**config.mk**
```make
export PLATFORM = sky130hd
export DESIGN_NAME = exact_pattern_match_unit
export DESIGN_NICKNAME = d
export VERILOG_FILES = /design/src/hdl/epm_pkg.sv /design/src/hdl/epm_front.sv /design/src/hdl/epm_queue.sv /design/src/hdl/epm_back.sv /design/src/hdl/exact_pattern_match_unit.sv
export SDC_FILE = /design/constraint.sdc
export NUM_CORES = 1
export LEC_CHECK = 0
export ABC_AREA = 1
export BUFFER_PORTS_ARGS = -buffer_cell sky130_fd_sc_hd__buf_2
export CAP_MARGIN = 20
export CORE_MARGIN = 2
export CORE_UTILIZATION = 45
export CTS_CLUSTER_DIAMETER = 80
export DETAILED_ROUTE_END_ITERATION = 10
export HOLD_SLACK_MARGIN = 0.08
export PLACE_DENSITY_LB_ADDON = 0.1
export SLEW_MARGIN = 20
export SYNTH_ARGS = -nofsm -noshare
export SYNTH_HDL_FRONTEND = slang
export SYNTH_SLANG_ARGS = --single-unit
```
**constraint.sdc**
```tcl
create_clock -name clk -period 18.7 [get_ports clk]
set_input_delay 1.87 -clock clk [delete_from_list [all_inputs] [get_ports clk]]
set_output_delay 1.87 -clock clk [all_outputs]
set_load 0.03 [all_outputs]
```
**src/hdl/epm_pkg.sv**
```systemverilog
// ----------------------------------------------------------------------------
// epm_pkg
// shared types and constants of the exact pattern match unit
// ----------------------------------------------------------------------------
package epm_pkg;

  localparam int MAX_PATTERN_DEF = 64;
  localparam int MAX_TEXT_DEF    = 65536;

  localparam int SYM_W   = 8;
  localparam int START_W = 16;

  // depth of the queue between front and back end, a power of two
  localparam int QUEUE_DEPTH = 2;

  // action codes carried in tuser
  localparam logic ACT_PATTERN = 1'b0;
  localparam logic ACT_TEXT    = 1'b1;

  // one classified word handed from the front end to the back end
  typedef struct packed {
    logic               is_text;
    logic               in_range;  // text word below the text length limit
    logic               last;
    logic [SYM_W-1:0]   sym;
    logic [START_W-1:0] pos;       // text index, low bits
  } epm_cmd_t;

endpackage

```
**src/hdl/epm_front.sv**
```systemverilog
// ----------------------------------------------------------------------------
// epm_front
// accepts input words, tracks the text index and classifies each word
// ----------------------------------------------------------------------------
module epm_front import epm_pkg::*; #(
  parameter int MAX_TEXT = MAX_TEXT_DEF
) (
  input  logic             clk,
  input  logic             rst,
  input  logic             s_tvalid,
  output logic             s_tready,
  input  logic [SYM_W-1:0] s_tdata,
  input  logic             s_tuser,
  input  logic             s_tlast,
  input  logic             q_full,
  output logic             q_push,
  output epm_cmd_t         q_cmd
);

  localparam int PW = $clog2(MAX_TEXT + 1);

  logic [PW-1:0] pos;
  logic          in_range;

  assign s_tready = !q_full;
  assign q_push   = s_tvalid && s_tready;
  assign in_range = pos < PW'(MAX_TEXT);

  always_comb begin
    q_cmd.is_text  = (s_tuser == ACT_TEXT);
    q_cmd.in_range = in_range;
    q_cmd.last     = s_tlast;
    q_cmd.sym      = s_tdata;
    q_cmd.pos      = START_W'(pos);
  end

  // position saturates at the limit until the text ends
  always_ff @(posedge clk) begin
    if (rst) begin
      pos <= '0;
    end else if (q_push) begin
      if (s_tuser == ACT_PATTERN || s_tlast) begin
        pos <= '0;
      end else if (in_range) begin
        pos <= PW'(pos + 1'b1);
      end
    end
  end

endmodule

```
**src/hdl/epm_queue.sv**
```systemverilog
// ----------------------------------------------------------------------------
// epm_queue
// short first-in first-out queue of classified words
// ----------------------------------------------------------------------------
module epm_queue import epm_pkg::*; (
  input  logic     clk,
  input  logic     rst,
  input  logic     push,
  input  epm_cmd_t push_cmd,
  input  logic     pop,
  output logic     full,
  output logic     head_valid,
  output epm_cmd_t head
);

  localparam int PTR_W = (QUEUE_DEPTH > 1) ? $clog2(QUEUE_DEPTH) : 1;
  localparam int CNT_W = $clog2(QUEUE_DEPTH + 1);

  epm_cmd_t         slot [QUEUE_DEPTH];
  logic [PTR_W-1:0] wr_ptr;
  logic [PTR_W-1:0] rd_ptr;
  logic [CNT_W-1:0] count;

  assign full       = count == CNT_W'(QUEUE_DEPTH);
  assign head_valid = count != '0;
  assign head       = slot[rd_ptr];

  always_ff @(posedge clk) begin
    if (push) begin
      slot[wr_ptr] <= push_cmd;
    end
  end

  always_ff @(posedge clk) begin
    if (rst) begin
      wr_ptr <= '0;
      rd_ptr <= '0;
      count  <= '0;
    end else begin
      if (push) begin
        wr_ptr <= PTR_W'(wr_ptr + 1'b1);
      end
      if (pop) begin
        rd_ptr <= PTR_W'(rd_ptr + 1'b1);
      end
      if (push && !pop) begin
        count <= CNT_W'(count + 1'b1);
      end else if (pop && !push) begin
        count <= CNT_W'(count - 1'b1);
      end
    end
  end

endmodule

```
**src/hdl/epm_back.sv**
```systemverilog
// ----------------------------------------------------------------------------
// epm_back
// pattern store, text window, window compare and output register
// ----------------------------------------------------------------------------
module epm_back import epm_pkg::*; #(
  parameter int MAX_PATTERN = MAX_PATTERN_DEF
) (
  input  logic               clk,
  input  logic               rst,
  input  logic               q_valid,
  input  epm_cmd_t           head,
  output logic               pop,
  output logic               m_tvalid,
  input  logic               m_tready,
  output logic [START_W-1:0] m_tdata
);

  localparam int LW = $clog2(MAX_PATTERN + 1);

  // index 0 holds the newest byte in both shift lines
  logic [SYM_W-1:0] pat     [MAX_PATTERN];
  logic [SYM_W-1:0] win     [MAX_PATTERN];
  logic [SYM_W-1:0] win_new [MAX_PATTERN];

  logic [LW-1:0]          len;
  logic                   complete;
  logic                   overlong;
  logic [LW-1:0]          fill;
  logic [LW-1:0]          fill_inc;
  logic [LW-1:0]          len_base;
  logic                   can_store;
  logic [MAX_PATTERN-1:0] hit;
  logic                   match;
  logic                   shift_text;

  assign pop        = q_valid && (!m_tvalid || m_tready);
  assign shift_text = pop && head.is_text && head.in_range;
  assign len_base   = complete ? '0 : len;
  assign can_store  = len_base < LW'(MAX_PATTERN);
  assign fill_inc   = (fill < LW'(MAX_PATTERN)) ? LW'(fill + 1'b1) : fill;

  always_comb begin
    win_new[0] = head.sym;
    for (int k = 1; k < MAX_PATTERN; k++) begin
      win_new[k] = win[k-1];
    end
    for (int k = 0; k < MAX_PATTERN; k++) begin
      hit[k] = (LW'(k) >= len) || (win_new[k] == pat[k]);
    end
    match = complete && !overlong && (len != '0) && (fill_inc >= len) && (&hit);
  end

  // storage lines, no reset needed
  always_ff @(posedge clk) begin
    if (pop && !head.is_text && can_store) begin
      pat[0] <= head.sym;
      for (int k = 1; k < MAX_PATTERN; k++) begin
        pat[k] <= pat[k-1];
      end
    end
    if (shift_text) begin
      for (int k = 0; k < MAX_PATTERN; k++) begin
        win[k] <= win_new[k];
      end
    end
  end

  always_ff @(posedge clk) begin
    if (rst) begin
      len      <= '0;
      complete <= 1'b0;
      overlong <= 1'b0;
      fill     <= '0;
    end else if (pop) begin
      if (!head.is_text) begin
        len      <= can_store ? LW'(len_base + 1'b1) : len_base;
        overlong <= (overlong && !complete) || !can_store;
        complete <= head.last;
        fill     <= '0;
      end else if (head.last) begin
        fill <= '0;
      end else if (head.in_range) begin
        fill <= fill_inc;
      end
    end
  end

  always_ff @(posedge clk) begin
    if (rst) begin
      m_tvalid <= 1'b0;
    end else if (shift_text && match) begin
      m_tvalid <= 1'b1;
    end else if (m_tready) begin
      m_tvalid <= 1'b0;
    end
  end

  always_ff @(posedge clk) begin
    if (shift_text && match) begin
      m_tdata <= START_W'(head.pos + START_W'(1) - START_W'(len));
    end
  end

endmodule

```
**src/hdl/exact_pattern_match_unit.sv**
```systemverilog
// ----------------------------------------------------------------------------
// exact_pattern_match_unit
// streaming exact pattern matcher reporting every occurrence start index
// ----------------------------------------------------------------------------
// Load a pattern as words with tuser low, the final byte marked by tlast, then
// stream text words with tuser high; every index at which the whole pattern
// ends up in the text window is sent out as one word, overlapping hits
// included, in ascending order. Loading any pattern byte clears the window and
// restarts the text index; a text word with tlast restarts it too. Pattern
// bytes beyond MAX_PATTERN mark the pattern overlong and nothing is reported
// for it. Text words at index MAX_TEXT or above give nothing until tlast. The
// unit takes one word per clock while the queue is not full: a front end
// classifies words and tracks the text index, a two-word queue decouples it
// from the back end, and the back end compares the whole window against the
// pattern combinationally, which sets the clock limit. A hit for an accepted
// text word passes a queue slot and then the m_tvalid register; input only
// stalls once the output word is held and the queue has filled behind it.
// ----------------------------------------------------------------------------
module exact_pattern_match_unit import epm_pkg::*; #(
  parameter int MAX_PATTERN = MAX_PATTERN_DEF,
  parameter int MAX_TEXT    = MAX_TEXT_DEF
) (
  input  logic               clk,
  input  logic               rst,
  input  logic               s_tvalid,
  output logic               s_tready,
  input  logic [SYM_W-1:0]   s_tdata,   // [7:0] symbol
  input  logic               s_tuser,   // [0] action: pattern or text
  input  logic               s_tlast,
  output logic               m_tvalid,
  input  logic               m_tready,
  output logic [START_W-1:0] m_tdata    // [15:0] match_start
);

  logic     q_full;
  logic     q_push;
  logic     q_pop;
  logic     q_valid;
  epm_cmd_t q_cmd;
  epm_cmd_t q_head;

  // front end: handshake, text index, word classification
  epm_front #(
    .MAX_TEXT (MAX_TEXT)
  ) u_front (
    .clk      (clk),
    .rst      (rst),
    .s_tvalid (s_tvalid),
    .s_tready (s_tready),
    .s_tdata  (s_tdata),
    .s_tuser  (s_tuser),
    .s_tlast  (s_tlast),
    .q_full   (q_full),
    .q_push   (q_push),
    .q_cmd    (q_cmd)
  );

  // decoupling queue
  epm_queue u_queue (
    .clk        (clk),
    .rst        (rst),
    .push       (q_push),
    .push_cmd   (q_cmd),
    .pop        (q_pop),
    .full       (q_full),
    .head_valid (q_valid),
    .head       (q_head)
  );

  // back end: pattern store, window compare, output register
  epm_back #(
    .MAX_PATTERN (MAX_PATTERN)
  ) u_back (
    .clk      (clk),
    .rst      (rst),
    .q_valid  (q_valid),
    .head     (q_head),
    .pop      (q_pop),
    .m_tvalid (m_tvalid),
    .m_tready (m_tready),
    .m_tdata  (m_tdata)
  );

endmodule

```
# Yosys cells after proc, flatten, opt, wreduce, memory -nomap -nowiden
# Memories as Yosys holds them, arrays and structs flattened. A register that Yosys moved wholly into a read port is not among the register bits.
# Cells that the tools add are included.
dict set report totals {
  romBits 0
  reg_bits 54
  ramBits 1078
  memories 3
  latch_bits 0
}
# name words width read_ports rd_clocked_by_memory_dff wr line
set mem_list {}
lappend mem_list {u_back.pat 64 8 64 0 64 epm_back.sv:21} ;# logic [SYM_W-1:0] pat [MAX_PATTERN];
lappend mem_list {u_back.win 64 8 63 0 64 epm_back.sv:22} ;# logic [SYM_W-1:0] win [MAX_PATTERN];
lappend mem_list {u_queue.slot 2 27 1 1 1 epm_queue.sv:19} ;# epm_cmd_t slot [QUEUE_DEPTH];
dict set report classes {
  order_cmp 68
  bitwise 2
  n_mul 0
  n_shift 0
  n_reduce_logical 98
  muxes 20
  div_mod_pow 0
  n_eq_ne 66
  add_sub_neg 9
}
# cell count
set ops {}
lappend ops {{equality test 8 bit} 64}
lappend ops {{>= comparator 6 x 7 -> 1 bit (first input constant)} 32}
lappend ops {{>= comparator 5 x 7 -> 1 bit (first input constant)} 16}
lappend ops {{logical OR 1 bit} 67}
lappend ops {{AND reduction 64 bit} 1}
lappend ops {{>= comparator 4 x 7 -> 1 bit (first input constant)} 8}
lappend ops {{two-way mux 7 bit} 6}
lappend ops {{two-way mux 17 bit} 2}
lappend ops {{>= comparator 3 x 7 -> 1 bit (first input constant)} 4}
lappend ops {{adder 17 x 1 -> 17 bit (second input constant)} 1}
lappend ops {{< comparator 17 bit (second input constant)} 1}
lappend ops {{adder 16 x 1 -> 16 bit (second input constant)} 1}
lappend ops {{subtractor 16 x 7 -> 16 bit} 1}
lappend ops {{adder 7 x 1 -> 7 bit (second input constant)} 2}
lappend ops {{>= comparator 1 x 7 -> 1 bit (first input constant)} 2}
lappend ops {{>= comparator 2 x 7 -> 1 bit (first input constant)} 2}
lappend ops {{logical AND 1 bit} 14}
lappend ops {{< comparator 7 bit (second input constant)} 2}
lappend ops {{two-way mux 1 bit} 10}
lappend ops {{zero test 1 bit} 8}
lappend ops {{nonzero test 2 bit} 4}
lappend ops {{>= comparator 7 bit} 1}
lappend ops {{nonzero test 7 bit} 1}
lappend ops {{AND reduction 2 bit} 3}
lappend ops {{other kinds (7)} 10}

# Depth between registers and ports, before layout
dict set report depth {
  ltp_word 7
  mapped_depth 20
  ltp_nobuf 17
}

# Modules after synthesis
# Synthesis repeated with hierarchy kept, for this count alone.
dict set report hier_totals {
  cells_unflattened 3010
  area_unflattened_um2 43937.1
}
# mod seq_area_each_um2 area_each_um2 instances cells_per_inst
set by_module_without_submodules {}
lappend by_module_without_submodules {epm_back 31330.0 40520.1 1 2720}
lappend by_module_without_submodules {epm_queue 1721.7 2278.4 1 117}
lappend by_module_without_submodules {epm_front 340.3 1138.6 1 173}

# Least setup slack after synthesis
# No wires, ideal clock.
dict set report synth_timing {
  path_kind {input -> register}
  start {input m_tready}
  end {register u_back.len[2]}
  arrival_ns 16.896
  setup_time_ns 0.080
  cell_stages 9
  setup_slack_ns 1.724
  cell_sequence {nor2_1 -> a21oi_2 -> inv_1 -> nor2_2 -> inv_1 -> nor2_2 -> inv_1 -> o21ai_0 -> nor3b_1}
}
dict set report synth_via {
  elab_chain_len 3
}
# item line
set synth_lines {}
lappend synth_lines {{start: declaration} exact_pattern_match_unit.sv:31} ;# input logic m_tready,
lappend synth_lines {{logical OR 1 bit} epm_back.sv:36} ;# assign pop = q_valid && (!m_tvalid || m_tready);
lappend synth_lines {{logical AND 1 bit} epm_back.sv:36}
lappend synth_lines {{AND reduction 2 bit (no source line)} --}
lappend synth_lines {{end signal: assignment} epm_back.sv:76} ;# len <= can_store ? LW'(len_base + 1'b1) : len_base;
lappend synth_lines {{end: declaration} epm_back.sv:25} ;# logic [LW-1:0] len;
# No other way between the ends.
# A chain may end at the register's enable or synchronous reset.

==> impl_metrics.csv <==
group,metric,value,unit
status,status,"finished clean",
cts,clk_pin_slew,0.06,ns
cts,clock_path_buffers,3,
worst_setup_path,crit_family,"buffers and inverters",
place,post-place-ws,11.89,ns
worst_setup_path,worst-setup-path-type,"in -> reg",
cts,post_cts_buffers,0,
cts,cts_inserted_buffers,113,
worst_hold_path,hold_end,"u_back.pat[0][180]",
floorplanning,die_x,317,um
timing,rsz0062_at_grt,"false",
timing,fin_crit_sh,31.1,%
worst_setup_path,timing.rr.end,"u_back.pat[0][236]",
cells_and_area,area_growth,12.3,%
cells_and_area,final_nets,3354,
synth,synth_seq_area_share,75.9,%
synth,synth-xor-area-share,8.14,%
floorplanning,rows,114,
cells_and_area,utilization,51.0,%
worst_setup_path,ff2ff_path_depth,10,
worst_setup_path,cp_slowest_stage_delay,0.76,ns
worst_setup_path,worstPathArrival,6.12,ns
worst_setup_path,critPathMaxFanout,179,
synth,yosysTopAreaCellShare,74.1,%
synth,synth_top_family_by_area,"simple AND/OR/NAND/NOR gates",
cts,root_buffer,"clkbuf_16",
floorplanning,core-area,96900,um^2
cells_and_area,fill_cells,8129,
job,maxCapViolCount,0,
timing,hold_viol,0,
timing,fin_skew,0.0267,ns
synth,synthCells,3160,
routing,wl,78300,um
cts,cts_max_level,3,
routing,vias_per_cell,4.84,
global_routing,overflow,0,
global_routing,grt_max_degree,180,
place,io_buffers,31,
synth,syn_area_per_cell,13.9,um^2
synth,ys_warn_count,0,
routing,drt-initial-drc-count,1853,
synth,synth_area_leaders,"edfxtp_1, nand2_1, xnor2_1, inv_1, dfxtp_1",
synth,yosys_register_bits,1125,
timing,layout_setup_ws,12.89,ns
worst_setup_path,required,19.00,ns
cells_and_area,mostFrequentLayoutCells,"edfxtp_1, nand2_1, xnor2_1",
synth,syn-num-nets,3207,
worst_setup_path,cp-end-kind,"flip-flop",
pwr,peakVddDrop,0.158,mV
synth,synth_area_leader_cell,"edfxtp_1",
synth,synthMuxAreaShare,0.0683,%
timing,worst_pin_slew,1.20,ns
worst_hold_path,hold_path_class,"reg -> reg",
routing,via_count,22645,
timing,relSlewSlack,19.4,%
worst_setup_path,reg2reg_slack,13.45,ns
floorplanning,start_util,45.4,%
global_routing,grt_usage,15.8,%
worst_setup_path,crit_path_frequent_cell,"inv_1",
timing,finalCriticalPeriod,5.81,ns
cts,clock_latency,0.69,ns
floorplanning,ioPinCount,32,
floorplanning,die_area,100000,um^2
timing,slew_viol_final,0,
synth,synth_fa_ha_area_share,0.956,%
place,gp_congestion,0.821,
cells_and_area,final_layout_size_suffix_gt1_share,7.65,%
pwr,leakage,17.5,nW
routing,drc,0,
worst_hold_path,hold_path.startpoint,"u_back.pat[0][172]",
worst_hold_path,whs_path_depth,0,
synth,yosysUniqueCellTypes,48,
place,dp_hpwl,49800,um
pwr,p_per_area,176,nW/um^2
cells_and_area,multi_input_area,9350,um^2
cts,holdBufCountCts,0,
cells_and_area,diodes,0,
floorplanning,die_height,317,um
synth,yosys.area_share.simple,10.4,%
worst_setup_path,cp_num_buf_inv,6,
routing,first_pass_iters,5,
global_routing,grt_pass1_wl,123000,um
worst_setup_path,crit_slowest_cell,"buf_12",
routing,wl_per_cell,16.7,um
cts,cts_resized,0,
timing,fmax,172,MHz
worst_setup_path,crit_path_cell_trace,"buf_2, nor2_1, a21oi_2, inv_1, nor2_2, inv_1, nor2_4, buf_4, buf_12, buf_6",
global_routing,grt_pass1_vias,22855,
cts,cts_tree,"done",
routing,drtAntennaViolNets,0,
cells_and_area,ff_latch_area,33400,um^2
synth,synth_area,44000,um^2
timing,setup_violations,0,
global_routing,antenna_found_initial,5,
cts,clock-sinks,1125,
cells_and_area,final_common_cell,"edfxtp_1",
timing,setup_tns,0,ns
worst_setup_path,worst_setup_path_start_kind,"input pin",
synth,synth-compound-area-share,1.63,%
-- flip-flops by register name (all words and copies together), names as in the netlist, named ones only --
register         count
u_back.pat         512
u_queue.wr_ptr       1
u_back.overlong      1
u_queue.slot        54
u_back.m_tvalid      1
u_queue.count        2
u_back.len           7
u_back.win         504
u_back.complete      1
u_back.m_tdata      16
u_back.fill          7
u_queue.rd_ptr       1
u_front.pos         17
-- worst max-delay path by stage --
| stage | from | end | cells past startpoint |
|---|---|---|---|
| finish | m_tready | u_back.pat[0][236] | 10 |
| global route | m_tready | u_back.pat[0][236] | 10 |
| CTS | m_tready | u_back.pat[0][249] | 10 |
| detailed placement | m_tready | u_back.pat[1][2] | 10 |
| global placement | m_tready | u_back.pat[1][2] | 10 |
| floorplan | m_tready | u_back.len[2] | 9 |
-- worst reg2reg max path, delay by kind of cell, from the launching register on --
family                 cells  cell delay (ns)
buffers and inverters      6             3.21
and+or+nand+nor            4             1.25
DFF                        1             0.30
-- power by group --
part / switching [W] / internal [W]
registers: 0.000523 / 0.00405
clock network: 0.000913 / 0.00124
logic: 0.00128 / 0.000662
-- routing by layer --
metal | wire (um) | vias to the layer above | global-route usage (%)
met5 | 0 | - | 0
met4 | 2240 | 0 | 5.75
met3 | 3760 | 147 | 2.55
met2 | 36400 | 453 | 25.3
met1 | 35800 | 11001 | 21.9
li1 | - | 11044 | -
-- stage by stage --
step                power, W  hold WS (ns)  instance area, um^2  instances
finish               0.00867         0.450                49400       4675
global route         0.00920         0.466                49400       4675
CTS                  0.00879         0.449                49400       4674
detailed placement   0.00660         0.434                45800       4467
global placement     0.00654         0.432                45800       4467
floorplan            0.00640         0.426                44000       3160
-- synth_stat cells (all sizes together) --
cell type	count
o21bai	1
a21oi	52
nand3b	1
a22oi	1
clkbuf	5
a31oi	3
o22ai	1
a311oi	1
ha	32
xor2	69
or2	22
a221oi	3
nand4	34
o31ai	2
xnor2	340
nand2	803
nor3	22
fa	1
o211a	1
edfxtp	1086
nor2	214
nor3b	1
dfxtp	39
nand3	38
clkinv	1
a211oi	5
inv	313
o21a	2
o211ai	4
o221ai	1
buf	9
nor4	1
o21ai	49
mux2i	3
-- cells by family after synthesis --
kind of cell | after synthesis
buffers and inverters | 328
XOR/XNOR | 409
AO/OA/AOI/OAI | 126
flip-flops | 1125
multiplexers | 3
adder cells (fa/ha/maj) | 33
AND/OR/NAND/NOR | 1136
-- cell type report --
class	instances	share of cell area, %
Tap cell	1276	3.23
Inverter	314	2.41
Sequential cell	1125	67.6
Clock inverter	65	1.09
Clock buffer	142	6.07
Multi-Input combinational cell	1707	18.9
Timing Repair Buffer	46	0.649
No activity file was read; power rests on OpenSTA's default activity.
